===== config.mk =====
export PLATFORM = sky130hd
export DESIGN_NAME = gmts_cfg
export DESIGN_NICKNAME = d
export VERILOG_FILES = /design/src/rtl/core/gmts_pkg.sv /design/src/rtl/core/gmts_cfg.sv
export SDC_FILE = /design/constraint.sdc
export NUM_CORES = 1
export LEC_CHECK = 0
export BUFFER_PORTS_ARGS = -buffer_cell sky130_fd_sc_hd__buf_4
export CAP_MARGIN = 15
export CORE_MARGIN = 4
export CORE_UTILIZATION = 45
export CTS_BUF_LIST = sky130_fd_sc_hd__clkbuf_16
export DETAILED_ROUTE_END_ITERATION = 7
export HOLD_SLACK_MARGIN = 0.02
export MAX_ROUTING_LAYER = met4
export PLACE_DENSITY = 0.8
export SLEW_MARGIN = 5
export SYNTH_ARGS = -nofsm -noshare
export SYNTH_HDL_FRONTEND = slang
export SYNTH_SLANG_ARGS = --single-unit

===== constraint.sdc =====
create_clock -name clk -period 0.9 [get_ports clk]
set_clock_uncertainty 0.15 [all_clocks]
set_input_delay 0.18 -clock clk [delete_from_list [all_inputs] [get_ports clk]]
set_output_delay 0.18 -clock clk [all_outputs]
set_load 0.005 [all_outputs]

===== src/rtl/core/gmts_pkg.sv =====
// Shared types, constants and ramp table of the three-stop gradient map.
package gmts_pkg;

	// Channel code width and full-scale code
	localparam int CHAN_BITS = 8;
	localparam int CHAN_MAX  = (1 << CHAN_BITS) - 1;

	// Register widths
	localparam int PRESET_W = 3;
	localparam int STOP_W   = 24;
	localparam int GAIN_W   = 10;
	localparam int MIX_W    = 9;
	localparam int WEIGHT_W = 24;
	localparam int IDX_W    = 3;
	localparam int DATA_W   = 24;

	// Luma scaling: full scale is CHAN_MAX * 2^16, mid-grey half of it
	localparam int FULL_SCALE = CHAN_MAX * 65536;
	localparam int HALF_SCALE = CHAN_MAX * 32768;
	localparam int MID_CODE   = CHAN_MAX * 128;
	localparam int LUM_W      = 24;
	localparam int POS_W      = 24;
	// Quotient limit before the final divide by CHAN_MAX saturates
	localparam int DIV_CLAMP  = CHAN_MAX * CHAN_MAX;

	localparam int ROM_RAMPS = 6;
	localparam int RAMP_LEN  = 9;

	// Register indexes
	typedef enum logic [IDX_W-1:0] {
		REG_PRESET    = 3'd0,
		REG_SHADOW    = 3'd1,
		REG_MID       = 3'd2,
		REG_HIGHLIGHT = 3'd3,
		REG_GAIN      = 3'd4,
		REG_MIX       = 3'd5,
		REG_WEIGHTS   = 3'd6
	} reg_idx_t;

	// Stop selectors
	typedef enum logic [1:0] {
		STOP_SHADOW    = 2'd0,
		STOP_MID       = 2'd1,
		STOP_HIGHLIGHT = 2'd2
	} stop_sel_t;

	typedef struct packed {
		logic [PRESET_W-1:0] preset;
		logic [STOP_W-1:0]   shadow;
		logic [STOP_W-1:0]   mid;
		logic [STOP_W-1:0]   highlight;
		logic [GAIN_W-1:0]   gain;
		logic [MIX_W-1:0]    mix;
		logic [WEIGHT_W-1:0] weights;
	} cfg_t;

	// Load enables of the lane stages
	typedef struct packed {
		logic s5;
		logic s6;
		logic s7;
		logic s8;
	} lane_en_t;

	typedef logic [CHAN_BITS-1:0] ramp_row_t [RAMP_LEN];
	typedef ramp_row_t ramp_rom_t [ROM_RAMPS];

	// Built-in ramps: shadow r,g,b, mid r,g,b, highlight r,g,b
	localparam ramp_rom_t RAMP_ROM = '{
		'{8'd20, 8'd10, 8'd50, 8'd200, 8'd70, 8'd180, 8'd120, 8'd240, 8'd245},
		'{8'd30, 8'd10, 8'd40, 8'd220, 8'd90, 8'd60, 8'd255, 8'd225, 8'd120},
		'{8'd0, 8'd8, 8'd0, 8'd20, 8'd130, 8'd40, 8'd170, 8'd255, 8'd150},
		'{8'd5, 8'd15, 8'd40, 8'd60, 8'd150, 8'd210, 8'd230, 8'd245, 8'd255},
		'{8'd10, 8'd0, 8'd0, 8'd200, 8'd50, 8'd10, 8'd255, 8'd230, 8'd120},
		'{8'd0, 8'd0, 8'd0, 8'd128, 8'd128, 8'd128, 8'd255, 8'd255, 8'd255}
	};

	// Look up one stop color channel from the ROM or the custom registers
	function automatic logic [CHAN_BITS-1:0] stop_code(cfg_t cfg, stop_sel_t which,
			logic [1:0] chan);
		logic [3:0]        pos;
		logic [STOP_W-1:0] sel;
		logic [CHAN_BITS-1:0] code;
		pos = 4'(which) * 4'd3 + 4'(chan);
		unique case (which)
			STOP_SHADOW: sel = cfg.shadow;
			STOP_MID:    sel = cfg.mid;
			default:     sel = cfg.highlight;
		endcase
		if (cfg.preset < PRESET_W'(ROM_RAMPS)) begin
			code = RAMP_ROM[cfg.preset][pos];
		end else begin
			code = sel[8*chan +: CHAN_BITS];
		end
		return code;
	endfunction

endpackage


===== src/rtl/core/gmts_cfg.sv =====
// Configuration register file of the gradient map.
module gmts_cfg (
	input  logic                        clk,
	input  logic                        arst_n,
	input  logic                        cfg_valid,
	output logic                        cfg_ready,
	input  logic [gmts_pkg::IDX_W-1:0]  cfg_index,
	input  logic [gmts_pkg::DATA_W-1:0] cfg_data,
	output gmts_pkg::cfg_t              cfg
);
	import gmts_pkg::*;

	cfg_t     cfg_q;
	reg_idx_t idx;

	assign idx       = reg_idx_t'(cfg_index);
	assign cfg_ready = 1'b1;
	assign cfg       = cfg_q;

	// Decode the index and write the addressed register
	always_ff @(posedge clk or negedge arst_n) begin
		if (!arst_n) begin
			cfg_q.preset    <= '0;
			cfg_q.shadow    <= 24'h320A14;
			cfg_q.mid       <= 24'hB446C8;
			cfg_q.highlight <= 24'hF5F078;
			cfg_q.gain      <= 10'd256;
			cfg_q.mix       <= 9'd256;
			cfg_q.weights   <= 24'h13B736;
		end else if (cfg_valid && cfg_ready) begin
			unique case (idx)
				REG_PRESET:    cfg_q.preset    <= cfg_data[PRESET_W-1:0];
				REG_SHADOW:    cfg_q.shadow    <= cfg_data[STOP_W-1:0];
				REG_MID:       cfg_q.mid       <= cfg_data[STOP_W-1:0];
				REG_HIGHLIGHT: cfg_q.highlight <= cfg_data[STOP_W-1:0];
				REG_GAIN:      cfg_q.gain      <= cfg_data[GAIN_W-1:0];
				REG_MIX:       cfg_q.mix       <= cfg_data[MIX_W-1:0];
				REG_WEIGHTS:   cfg_q.weights   <= cfg_data[WEIGHT_W-1:0];
				default: ;
			endcase
		end
	end

endmodule


# After elaboration in Yosys (flattened, before gate mapping)
# Cells that the tools add are included.
# word_totals
in_bits,30
regBits,118
output_inout_bits,119
# op_classes
n_eq_ne,6
n_reduce_logical,8
# op_table
op,n
2-bit AND reduction,7
"3-bit equality test, second input constant",3
"3-bit by 2-bit equality test with 1-bit output, second input constant",2
"3-bit by 1-bit equality test with 1-bit output, second input constant",1
3-bit logical NOT,1

# Longest topological paths before layout
# depth
word_depth,2
mapped_depth,5
ltp_nobuf,2

# Worst setup path after synthesis
# OpenSTA, ideal clock, no wires.
# synth_path
path_type,input -> register
from,in cfg_valid
to,reg cfg_q (netlist bit cfg[115])
path_stages,3
setup_slack_ns,-0.489
setup_time_ns,0.125
n_path_buf,1
arrival_time_ns,1.114
cell_sequence,buf_4 -> nor4b_1 -> mux2_2
# synth_via
elab_chain_len,1
# synth_rtl
item,line_no,text
from (decl),gmts_cfg.sv:5,"input logic cfg_valid,"
2-bit AND reduction (no source line),-,
to (decl),gmts_cfg.sv:13,cfg_t cfg_q;
# Every way passes these cells.
# A chain may end at the register's enable or synchronous reset.

# Final worst setup path
# layout_path
from,reg cfg_q (netlist bit cfg[47])
to,out cfg[47] (netlist name)
# layout_rtl
item,line_no,text
to (decl),gmts_cfg.sv:9,output gmts_pkg::cfg_t cfg
# No word-level cell between the ends.

==> out/metrics.csv <==
metric,value,unit
outcome,"complete, but fails checks",
violations,"negative hold slack, negative setup slack",
placed_area,6090,um2
powerDensity,2580,nW/um2
num_rows,36,
grt_pass1_vias,3748,
areaGrowthSynthToFinish,84.5,%
synth_cells,257,
required,570,ps
synth_top_area_cell,dfrtp_1,
path_clk_slew,60,ps
clock_latency,400,ps
path_max_fanout,2,
clock.fmax,0.720,GHz
via_per_inst,5.09,
path_class,flop to output pin,
r2r_start,cfg[29],
setup_slack,-489,ps
antenna_found_initial,0,
crit_path_start_kind,flop,
power_switching,0.00530,W
p_clk_share,34.0,%
drtIter0Drc,150,
gp_congestion,0.736,
final_common_cell,buf_6,
fin_hold_ws,-109,ps
ios,149,
fin_nets,534,
dr.pass1.iters,4,
drc,0,
rsz0062_at_grt,true,
synth_seq_area_share,66.3,%
grt_max_degree,43,
grt_overflow,0,
postCtsHoldBufs,1,
netlist_top_cells_area,"dfrtp_1 40%, mux2_2 29%, dfstp_2 27%",
largest_reg_flops,118,
cp.arrival,1060,ps
cp_slowest_cell,dfstp_2,
ctsRootBufferMaster,clkbuf_16,
cts_max_path_buffers,2,
synth_fp_nets,287,
p_total,0.0216,W
slowest_delay,550,ps
synth_area,4540,um2
num_vias,3308,
finalMaxSlewViolations,0,
final_cell_mix,"159 x buf_6, 96 x mux2_4, 72 x dfrtp_1, 56 x buf_4, 46 x dfstp_2",
fin_crit_sh,154,%
stdcell_area,8380,um2
synth-seq-cells,118,
critPathBufInv,1,
leakage,4.05,nW
cp-end-kind,output pin,
yosys.cell_types.count,13,
cts_tree,built,
htree_levels,4,
cts_buffers,17,
p_int,0.0163,W
hold_start,cfg_data[19],
fin_crit,1390,ps
critical_path.top_delay_family,flip-flops,
hpwl,7.79,mm
wl,15.8,mm
cp_cell_sequence,buf_6,
routedWlPerCell,24.3,um
p_sw_share,24.5,%
seqPwrFrac,36.5,%
grtUsageTotal,26.5,%
port-buffer-count,147,
setup_viol,236,
core_area,9820,um2
final_antenna_net_count,0,
worstHoldPathType,primary input to flop,
hold_viol,118,
finalSetupTns,-61910,ps
ys_warn_count,0,
die_w,108,um
start_util,46.2,%
combPwrFrac,29.5,%
avgSynthCellArea,17.7,um2
clkSinkCount,118,
antenna_cells,0,
cp-startpoint,cfg[47],
synth_top_area_share,39.7,%
drive_above_1_share,85.1,%
maxCapViolCount,0,
ir_drop,0.00145,V
dieHeight,108,um
dieArea,11800,um2
grt_pass1_wl,22.1,mm
-- per-layer routing --
| metal | GRT usage [%] | share of wire (%) | wire length (um) |
|---|---|---|---|
| met4 | 9.65 | 2.7 | 435 |
| met3 | 5.61 | 3.4 | 545 |
| met1 | 31.2 | 40 | 6370 |
| met5 | - | 0 | 0 |
| met2 | 44.9 | 54 | 8470 |
-- per-stage QoR --
stage          utilization (%)  cells  setup WS, ps
4_1_cts                   82.4    625          -492
2_1_floorplan                -    257          -436
5_1_grt                   85.3    650          -525
6_report                  85.3    650          -489
3_5_place_dp              62.0    544          -592
3_3_place_gp              62.0    544          -579
-- synthesized netlist by cell type --
cell type / n
dfrtp_1: 72
dfstp_2: 46
and4bb_2: 2
nor4bb_1: 1
nand4b_2: 2
mux2_2: 116
mux2_4: 2
buf_2: 5
buf_6: 6
nor4b_1: 1
conb_1: 1
nand4b_1: 1
buf_4: 2
-- path summary, 6_finish.rpt --
check | end | slack [ps] | cells past startpoint
max | cfg[47] | -490 | 1
min | cfg[110] | -110 | 2
max reg2reg | cfg[29] | -190 | 2
min reg2reg | cfg[26] | 380 | 1
max in group asynchronous | cfg[17] | 20 | 3
min in group asynchronous | cfg[7] | 60 | 2
-- cell type report --
type                            count  area, um2
Sequential cell                   118       3010
Timing Repair Buffer              241       2730
Multi-Input combinational cell    126       1830
Fill cell                         429       1440
Clock buffer                       17        425
Clock inverter                     15        213
Tap cell                          133        166
-- timing repair --
item / CTS / global route
cloned: 7 / 1
pin swaps: 4 / 3
gates resized for setup: 213 / 60
buffers inserted: 41 / 43
setup endpoints to repair: 235 / 255
hold endpoints to repair: 236 / 118
-- power groups by stage --
stage	sequential [W]	clock, W	combinational (W)
after global routing	0.00801	0.00771	0.00671
after CTS	0.00777	0.00730	0.00559
after global placement	0.00753	0	0.00377
after floorplan	0.00755	0	0.00134
after detailed placement	0.00758	0	0.00389
final	0.00789	0.00735	0.00639
-- logic make-up (layout without fill, tap and decap cells) --
logic type	Yosys count	count (layout)	synth area share [%]
buf+inv	13	273	2.37
flops	118	118	66.3
mux	118	118	29.4
other cells	1	1	0.0826
simple gates	7	7	1.82
Power figures use the tool's default switching activity.
