File: src/rtl/core/gmts_pkg.sv
// Shared types, constants and ramp table of the three-stop gradient map.
package gmts_pkg;

	// Channel code width and full-scale code
	localparam int CHAN_BITS = 8;
	localparam int CHAN_MAX  = (1 << CHAN_BITS) - 1;

	// Register widths
	localparam int PRESET_W = 3;
	localparam int STOP_W   = 24;
	localparam int GAIN_W   = 10;
	localparam int MIX_W    = 9;
	localparam int WEIGHT_W = 24;
	localparam int IDX_W    = 3;
	localparam int DATA_W   = 24;

	// Luma scaling: full scale is CHAN_MAX * 2^16, mid-grey half of it
	localparam int FULL_SCALE = CHAN_MAX * 65536;
	localparam int HALF_SCALE = CHAN_MAX * 32768;
	localparam int MID_CODE   = CHAN_MAX * 128;
	localparam int LUM_W      = 24;
	localparam int POS_W      = 24;
	// Quotient limit before the final divide by CHAN_MAX saturates
	localparam int DIV_CLAMP  = CHAN_MAX * CHAN_MAX;

	localparam int ROM_RAMPS = 6;
	localparam int RAMP_LEN  = 9;

	// Register indexes
	typedef enum logic [IDX_W-1:0] {
		REG_PRESET    = 3'd0,
		REG_SHADOW    = 3'd1,
		REG_MID       = 3'd2,
		REG_HIGHLIGHT = 3'd3,
		REG_GAIN      = 3'd4,
		REG_MIX       = 3'd5,
		REG_WEIGHTS   = 3'd6
	} reg_idx_t;

	// Stop selectors
	typedef enum logic [1:0] {
		STOP_SHADOW    = 2'd0,
		STOP_MID       = 2'd1,
		STOP_HIGHLIGHT = 2'd2
	} stop_sel_t;

	typedef struct packed {
		logic [PRESET_W-1:0] preset;
		logic [STOP_W-1:0]   shadow;
		logic [STOP_W-1:0]   mid;
		logic [STOP_W-1:0]   highlight;
		logic [GAIN_W-1:0]   gain;
		logic [MIX_W-1:0]    mix;
		logic [WEIGHT_W-1:0] weights;
	} cfg_t;

	// Load enables of the lane stages
	typedef struct packed {
		logic s5;
		logic s6;
		logic s7;
		logic s8;
	} lane_en_t;

	typedef logic [CHAN_BITS-1:0] ramp_row_t [RAMP_LEN];
	typedef ramp_row_t ramp_rom_t [ROM_RAMPS];

	// Built-in ramps: shadow r,g,b, mid r,g,b, highlight r,g,b
	localparam ramp_rom_t RAMP_ROM = '{
		'{8'd20, 8'd10, 8'd50, 8'd200, 8'd70, 8'd180, 8'd120, 8'd240, 8'd245},
		'{8'd30, 8'd10, 8'd40, 8'd220, 8'd90, 8'd60, 8'd255, 8'd225, 8'd120},
		'{8'd0, 8'd8, 8'd0, 8'd20, 8'd130, 8'd40, 8'd170, 8'd255, 8'd150},
		'{8'd5, 8'd15, 8'd40, 8'd60, 8'd150, 8'd210, 8'd230, 8'd245, 8'd255},
		'{8'd10, 8'd0, 8'd0, 8'd200, 8'd50, 8'd10, 8'd255, 8'd230, 8'd120},
		'{8'd0, 8'd0, 8'd0, 8'd128, 8'd128, 8'd128, 8'd255, 8'd255, 8'd255}
	};

	// Look up one stop color channel from the ROM or the custom registers
	function automatic logic [CHAN_BITS-1:0] stop_code(cfg_t cfg, stop_sel_t which,
			logic [1:0] chan);
		logic [3:0]        pos;
		logic [STOP_W-1:0] sel;
		logic [CHAN_BITS-1:0] code;
		pos = 4'(which) * 4'd3 + 4'(chan);
		unique case (which)
			STOP_SHADOW: sel = cfg.shadow;
			STOP_MID:    sel = cfg.mid;
			default:     sel = cfg.highlight;
		endcase
		if (cfg.preset < PRESET_W'(ROM_RAMPS)) begin
			code = RAMP_ROM[cfg.preset][pos];
		end else begin
			code = sel[8*chan +: CHAN_BITS];
		end
		return code;
	endfunction

endpackage

File: src/rtl/core/gmts_lane.sv
// One color lane: ramp interpolation, source mix, rounding and clamp.
module gmts_lane (
	input  logic                           clk,
	input  gmts_pkg::lane_en_t             en,
	input  logic [gmts_pkg::CHAN_BITS-1:0] src,
	input  logic [gmts_pkg::CHAN_BITS-1:0] lo_stop,
	input  logic [gmts_pkg::CHAN_BITS-1:0] hi_stop,
	input  logic [gmts_pkg::POS_W-1:0]     pos,
	input  logic [gmts_pkg::MIX_W-1:0]     mix,
	output logic [gmts_pkg::CHAN_BITS-1:0] val
);
	import gmts_pkg::*;

	logic signed [8:0]  diff;
	logic signed [33:0] ramp_s5;
	logic signed [8:0]  off_s5;
	logic [7:0]         src_s5, src_s6, src_s7;
	logic signed [34:0] off_ext;
	logic signed [34:0] blend_s6;
	logic signed [44:0] mixed_s7;
	logic [16:0]        bias;
	logic signed [45:0] rnd;
	logic [20:0]        quo_hi;
	logic [15:0]        quo_lo;
	logic [15:0]        div_sum;
	logic [7:0]         val_s8;

	assign diff = $signed({1'b0, hi_stop}) - $signed({1'b0, lo_stop});

	// Scale the stop step by the ramp position, take the stop-to-source offset
	always_ff @(posedge clk) begin
		if (en.s5) begin
			ramp_s5 <= diff * $signed({1'b0, pos});
			off_s5  <= $signed({1'b0, lo_stop}) - $signed({1'b0, src});
			src_s5  <= src;
		end
	end

	// Ramp color minus source, both in full-scale units
	assign off_ext = 35'(off_s5);

	always_ff @(posedge clk) begin
		if (en.s6) begin
			blend_s6 <= (off_ext <<< 24) - (off_ext <<< 16) + 35'(ramp_s5);
			src_s6   <= src_s5;
		end
	end

	// Weight the difference by the mix amount
	always_ff @(posedge clk) begin
		if (en.s7) begin
			mixed_s7 <= blend_s6 * $signed({1'b0, mix});
			src_s7   <= src_s6;
		end
	end

	// Add source and half an LSB, divide by CHAN_MAX * 2^24, clamp
	assign bias    = 17'(src_s7) * 17'd510 + 17'd255;
	assign rnd     = 46'(mixed_s7) + $signed({6'd0, bias, 23'd0});
	assign quo_hi  = rnd[44:24];
	assign quo_lo  = rnd[39:24];
	assign div_sum = quo_lo + 16'(quo_lo >> 8) + 16'd1;

	always_ff @(posedge clk) begin
		if (en.s8) begin
			if (rnd[45]) begin
				val_s8 <= '0;
			end else if (quo_hi >= 21'(DIV_CLAMP)) begin
				val_s8 <= 8'(CHAN_MAX);
			end else begin
				val_s8 <= div_sum[15:8];
			end
		end
	end

	assign val = val_s8;

endmodule

File: config.mk
export PLATFORM = sky130hd
export DESIGN_NAME = gmts_lane
export DESIGN_NICKNAME = d
export VERILOG_FILES = /design/src/rtl/core/gmts_pkg.sv /design/src/rtl/core/gmts_lane.sv
export SDC_FILE = /design/constraint.sdc
export NUM_CORES = 2
export LEC_CHECK = 0
export BUFFER_PORTS_ARGS = -buffer_cell sky130_fd_sc_hd__buf_2
export CAP_MARGIN = 20
export CORE_ASPECT_RATIO = 1.75
export CORE_UTILIZATION = 55
export DETAILED_ROUTE_END_ITERATION = 10
export PLACE_DENSITY = 0.69
export REMOVE_ABC_BUFFERS = 1
export SYNTH_ARGS = -nofsm -noshare
export SYNTH_HDL_FRONTEND = slang
export SYNTH_SLANG_ARGS = --single-unit
export TNS_END_PERCENT = 30
File: constraint.sdc
create_clock -name clk -period 8.14 [get_ports clk]
set_input_delay 0.814 -clock clk [delete_from_list [all_inputs] [get_ports clk]]
set_output_delay 0.814 -clock clk [all_outputs]
set_load 0.01 [all_outputs]
Word-level counts from Yosys, hierarchy flattened:

Index checks and enable logic that the tools add are counted.

* mux-type cells: 1
* $mul: 3
* add/subtract/negate cells: 8
* $lt $le $gt $ge: 1

Operators by type and width (number)
* $add 45x41->46: 1
* $mul 35x10->45: 1
* $add 34x34->35: 1
* $mul 9x25->34: 1
* $sub 33x25->34: 1
* $ge 21x16->1 const B: 1
* $sub 8x8->9: 2
* $add 17x8->17 const B: 1
* $add 16x1->16 const B: 1
* $add 16x8->16: 1
* $mul 8x8->16 const B: 1
* $mux 8: 1

* register bits: 155
* input port bits: 62
* output and inout port bits: 8
* logic and storage cells: 21

Longest topological paths before layout:

* depth in word-level cells: 6
* gate-level depth with buffers: 35
* gate-level depth less buffers: 35

Worst setup path after synthesis:

No wires, ideal clock.

* path kind: reg-to-reg
* start: reg src_s7[0]
* end: reg val_s8[4] (netlist: val[4]), data pin
* arrival time: 7252 ps
* cell stages (with the launch flop): 31
* setup slack: 611 ps
* path buffers: 0
* path through: edfxtp_1 fa_1 xor2_1 ha_1 fa_1 inv_1 fa_1 inv_1 ha_1 inv_1 o21ai_0 a211oi_1 or2_2 xnor2_1 nand3_1 xnor2_1 ha_1 a21oi_1 nand3_1 a31oi_1 nor2_1 xnor2_2 inv_1 ha_1 a211o_1 a211oi_1 o31ai_4 nand4_4 xor2_1 a2111oi_0 o2bb2ai_1

* longest elaborated chain between the ends: 6
* elaborated cells on any way between the ends: 7
* classes of those cells: 4 x add/sub; 1 x mul; 1 x order compare; 1 x mux

RTL lines
* start: declaration: line gmts_lane.sv:17 `logic [7:0] src_s5, src_s6, src_s7;`
* start signal: assignment: line gmts_lane.sv:53 `src_s7 <= src_s6;`
* $mul 8x8->16 *: line gmts_lane.sv:58 `assign bias = 17'(src_s7) * 17'd510 + 17'd255;`
* $add 17x8->17 *: line gmts_lane.sv:58
* $add 45x41->46 *: line gmts_lane.sv:59 `assign rnd = 46'(mixed_s7) + $signed({6'd0, bias, 23'd0});`
* $add 16x8->16: line gmts_lane.sv:62 `assign div_sum = quo_lo + 16'(quo_lo >> 8) + 16'd1;`
* $add 16x1->16: line gmts_lane.sv:62
* $mux 8: line gmts_lane.sv:68 `end else if (quo_hi >= 21'(DIV_CLAMP)) begin`
* end signal: assignment: line gmts_lane.sv:69 `val_s8 <= 8'(CHAN_MAX);`
* end signal: assignment: line gmts_lane.sv:71 `val_s8 <= div_sum[15:8];`
* end: declaration: line gmts_lane.sv:26 `logic [7:0] val_s8;`

Every way passes the cells marked *; elsewhere a longest branch is shown, timed or not.
A chain may end at the register's enable or synchronous reset.

Worst setup path after layout:

* start: reg src_s7[1]
* end: reg val_s8[4] (netlist: val[4]), data pin

The elaborated chain is that of the path after synthesis.

==> metrics <==
die height=slightly below 300 um; Clk Latency, worst-skew pair=approximately 0.44 ns; clk buf depth=2; GRT Total Usage=between 20% and 30%; GP Congestion=~0.9; crit path to=val[4]$_SDFFCE_PP0P_; Post-DP HPWL=slightly below 50000 um; CP startpoint=src_s7[1]$_DFFE_PP_; Root Buffer=clkbuf_16; Post-synth EDFFs=approximately 130; yosys synthesis warning count=0; Post-Layout Inst Area=~29000 um^2; fillcell total=4197; Max-Cap Viols=0; required time worst endpoint=about 8.3 ns; relative slew slack=about 40%; fin crit period=between 7 and 8 ns; CTS HTree Levels=4; Routed Antenna Nets=0; Tcrit/Tclk final=96.26%; area grow syn2layout=7.200%; # nets final=about 3700; Netlist cell types=76; Sink Count=between 100 and 150; # rows=~110; Die W=roughly 170 um; DR vias/cell=between 5 and 6; r2r setup slk=slightly above 0.3 ns; DP Area=roughly 28000 um^2; ANT cells=0; Reg2Reg Depth=30; Avg Inst Size Synth=about 9.5 um^2; Worst Hold Slack=0.4183 ns; run status=finished, final reports clean; Initial Util=a little under three fifths; Min-Delay Path Class=reg2reg; CTS tree=built; Worst path depth=30; # hold bufs at CTS=0; Worst R2R End=val[4]$_SDFFCE_PP0P_; final core occ=around 60%; Gate Count Post-Synth=2830; final max-slew violation count=0; vias in the first global route=approximately 21000; FFs w/ async S/R, synth=0%; Worst-path clk slew=about 0.060 ns; Final Hold Vio Count=0; largest net degree at the start of global routing=52; Final setup viols=0; mapped cell area=approximately 27000 um^2; hold path cells=0; core area=48600 um^2; crit-path max FO=6; CP max stage delay=about 0.53 ns; CP top delay family=adder cells; Initial DRT Pass Iterations=5; Vias=19370; final setup margin=0.3047 ns; IO Port Bufs=69; sequential share of the synthesized area=approximately 15%; Worst Tran Pin Value=about 0.9 ns; reg2reg start=src_s7[1]$_DFFE_PP_; Peak Freq=between 100 and 150 MHz; CTS Buf Count=17; startpoint types=register; Primary FF master, synth=edfxtp_1; Worst Path Class, Setup=reg2reg; routed wire length per instance=about 17 um; CP Capture Type=register; Slowest cell on crit path=fa_1; die footprint=between 40000 and 50000 um^2; initial drt markers=between 700 and 800; flops & latches, synth=132; CP Buf/Inv Count=5; drc violations=0; Detailed Route WL=between 50000 and 60000 um; Crit path arrival time=between 7 and 8 ns; I/O pin total=70; antenna violations before repair=1; first-pass GRT wire length=99190 um; dpl ws=-0.01398 ns; clock skew=approximately 0.015 ns; total grt overflow=0; share of layout cells above drive strength 1=6.506%
-- registers in the layout, indices dropped and copies added (netlist names) --
signal    flops
src_s6        8
mixed_s7     22
off_s5        9
blend_s6     35
ramp_s5      34
src_s5        8
val           8
src_s7        8
-- timing repair --
action	4_1_cts	5_1_grt
setup buffers	7	8
setup endpoints to repair	1	8
pin swaps	0	1
resized for setup	0	25
-- worst min-delay path by stage --
stage | from | slack [ns] | end
3_5_place_dp | src_s6[0]$_DFFE_PP_ | 0.40 | src_s7[0]$_DFFE_PP_
6_report | src_s6[0]$_DFFE_PP_ | 0.42 | src_s7[0]$_DFFE_PP_
4_1_cts | src_s6[0]$_DFFE_PP_ | 0.42 | src_s7[0]$_DFFE_PP_
3_3_place_gp | src_s6[5]$_DFFE_PP_ | 0.40 | src_s7[5]$_DFFE_PP_
2_1_floorplan | ramp_s5[0]$_DFFE_PP_ | 0.40 | blend_s6[0]$_DFFE_PP_
5_1_grt | src_s5[4]$_DFFE_PP_ | 0.43 | src_s6[4]$_DFFE_PP_
-- cell usage after synthesis (7+ instances only) --
cell type / count / area, um^2
nor3_1: 29 / 145.1
ha_1: 299 / 3741
a211oi_1: 15 / 112.6
a21oi_1: 109 / 545.5
xor2_1: 44 / 385.4
nor2_1: 69 / 259.0
o211ai_1: 10 / 75.07
nand4_1: 12 / 75.07
o21ai_0: 52 / 260.3
o21a_1: 15 / 112.6
o21bai_1: 16 / 120.1
o31ai_1: 9 / 67.56
xnor2_1: 87 / 762.0
nand2b_1: 63 / 394.1
or3_1: 11 / 68.82
nand3_1: 33 / 165.2
and3_1: 9 / 56.30
a21o_1: 51 / 382.9
edfxtp_1: 132 / 3964
nor2b_1: 13 / 81.33
inv_1: 600 / 2252
and2_1: 279 / 1745
buf_1: 7 / 26.28
clkbuf_1: 55 / 206.5
fa_1: 449 / 8989
nand2_1: 256 / 960.9
-- metal layers --
layer  share of wire, %  GRT usage, %
met5                  0             0
met4                4.7         12.50
met3                2.1         1.687
met2                 58         51.39
met1                 35         24.91
-- worst register-to-register path, delay by kind of cell (launching register included) --
family	cells	cell delay, ns
buffers and inverters	5	0.49
adder cells (fa/ha/maj)	7	2.67
AO/OA/AOI/OAI	7	1.35
XOR/XNOR	3	0.59
AND/OR/NAND/NOR	8	1.96
flip-flops	1	0.50
-- through the flow --
| step | setup TNS, ns | instances |
|---|---|---|
| floorplan | 0 | 2767 |
| global placement | 0 | 3511 |
| detailed placement | -0.02631 | 3511 |
| CTS | 0 | 3550 |
| global route | -0.01463 | 3559 |
| finish | 0 | 3559 |
-- cells by family after synthesis --
group	after synthesis	share of synthesized area, %
buf+inv	663	9.226
simple gates	803	15.54
flops	132	14.69
xor+xnor	134	4.432
mux	1	0.03709
fa+ha+maj	748	47.17
compound gates	349	8.911
-- cell type report --
type / instances / area [um^2] / share of cell area, %
clock buffer: 17 / 425.4 / 1.470
tap: 654 / 818.3 / 2.828
inverter: 600 / 2256 / 7.797
multi-input combinational: 2035 / 20660 / 71.40
sequential: 132 / 3964 / 13.70
clock inverter: 15 / 162.7 / 0.5622
timing repair buffer: 106 / 648.1 / 2.240
-- layout by cell type, fill, tap and decap left out, types with 7 or more instances in the layout --
| cell type | Yosys | layout |
|---|---|---|
| edfxtp_1 | 132 | 132 |
| clkbuf_16 | 0 | 17 |
| nor2_1 | 69 | 69 |
| and3_1 | 9 | 9 |
| o31ai_1 | 9 | 8 |
| nand4_1 | 12 | 12 |
| o21a_1 | 15 | 15 |
| nand3_1 | 33 | 33 |
| o21ai_0 | 52 | 49 |
| or3_1 | 11 | 11 |
| fa_1 | 449 | 448 |
| a21o_1 | 51 | 51 |
| o211ai_1 | 10 | 10 |
| buf_2 | 1 | 69 |
| and2_1 | 279 | 279 |
| buf_4 | 0 | 35 |
| a211oi_1 | 15 | 12 |
| xor2_1 | 44 | 43 |
| o21bai_1 | 16 | 15 |
| nand2_1 | 256 | 256 |
| xnor2_2 | 3 | 7 |
| a21oi_1 | 109 | 106 |
| nor3_1 | 29 | 28 |
| nand2b_1 | 63 | 63 |
| xnor2_1 | 87 | 83 |
| inv_1 | 600 | 598 |
| nor2b_1 | 13 | 13 |
| ha_1 | 299 | 299 |
Power is not shown: default switching activity piles up to over one toggle a cycle in this logic, so the estimate is an artifact.
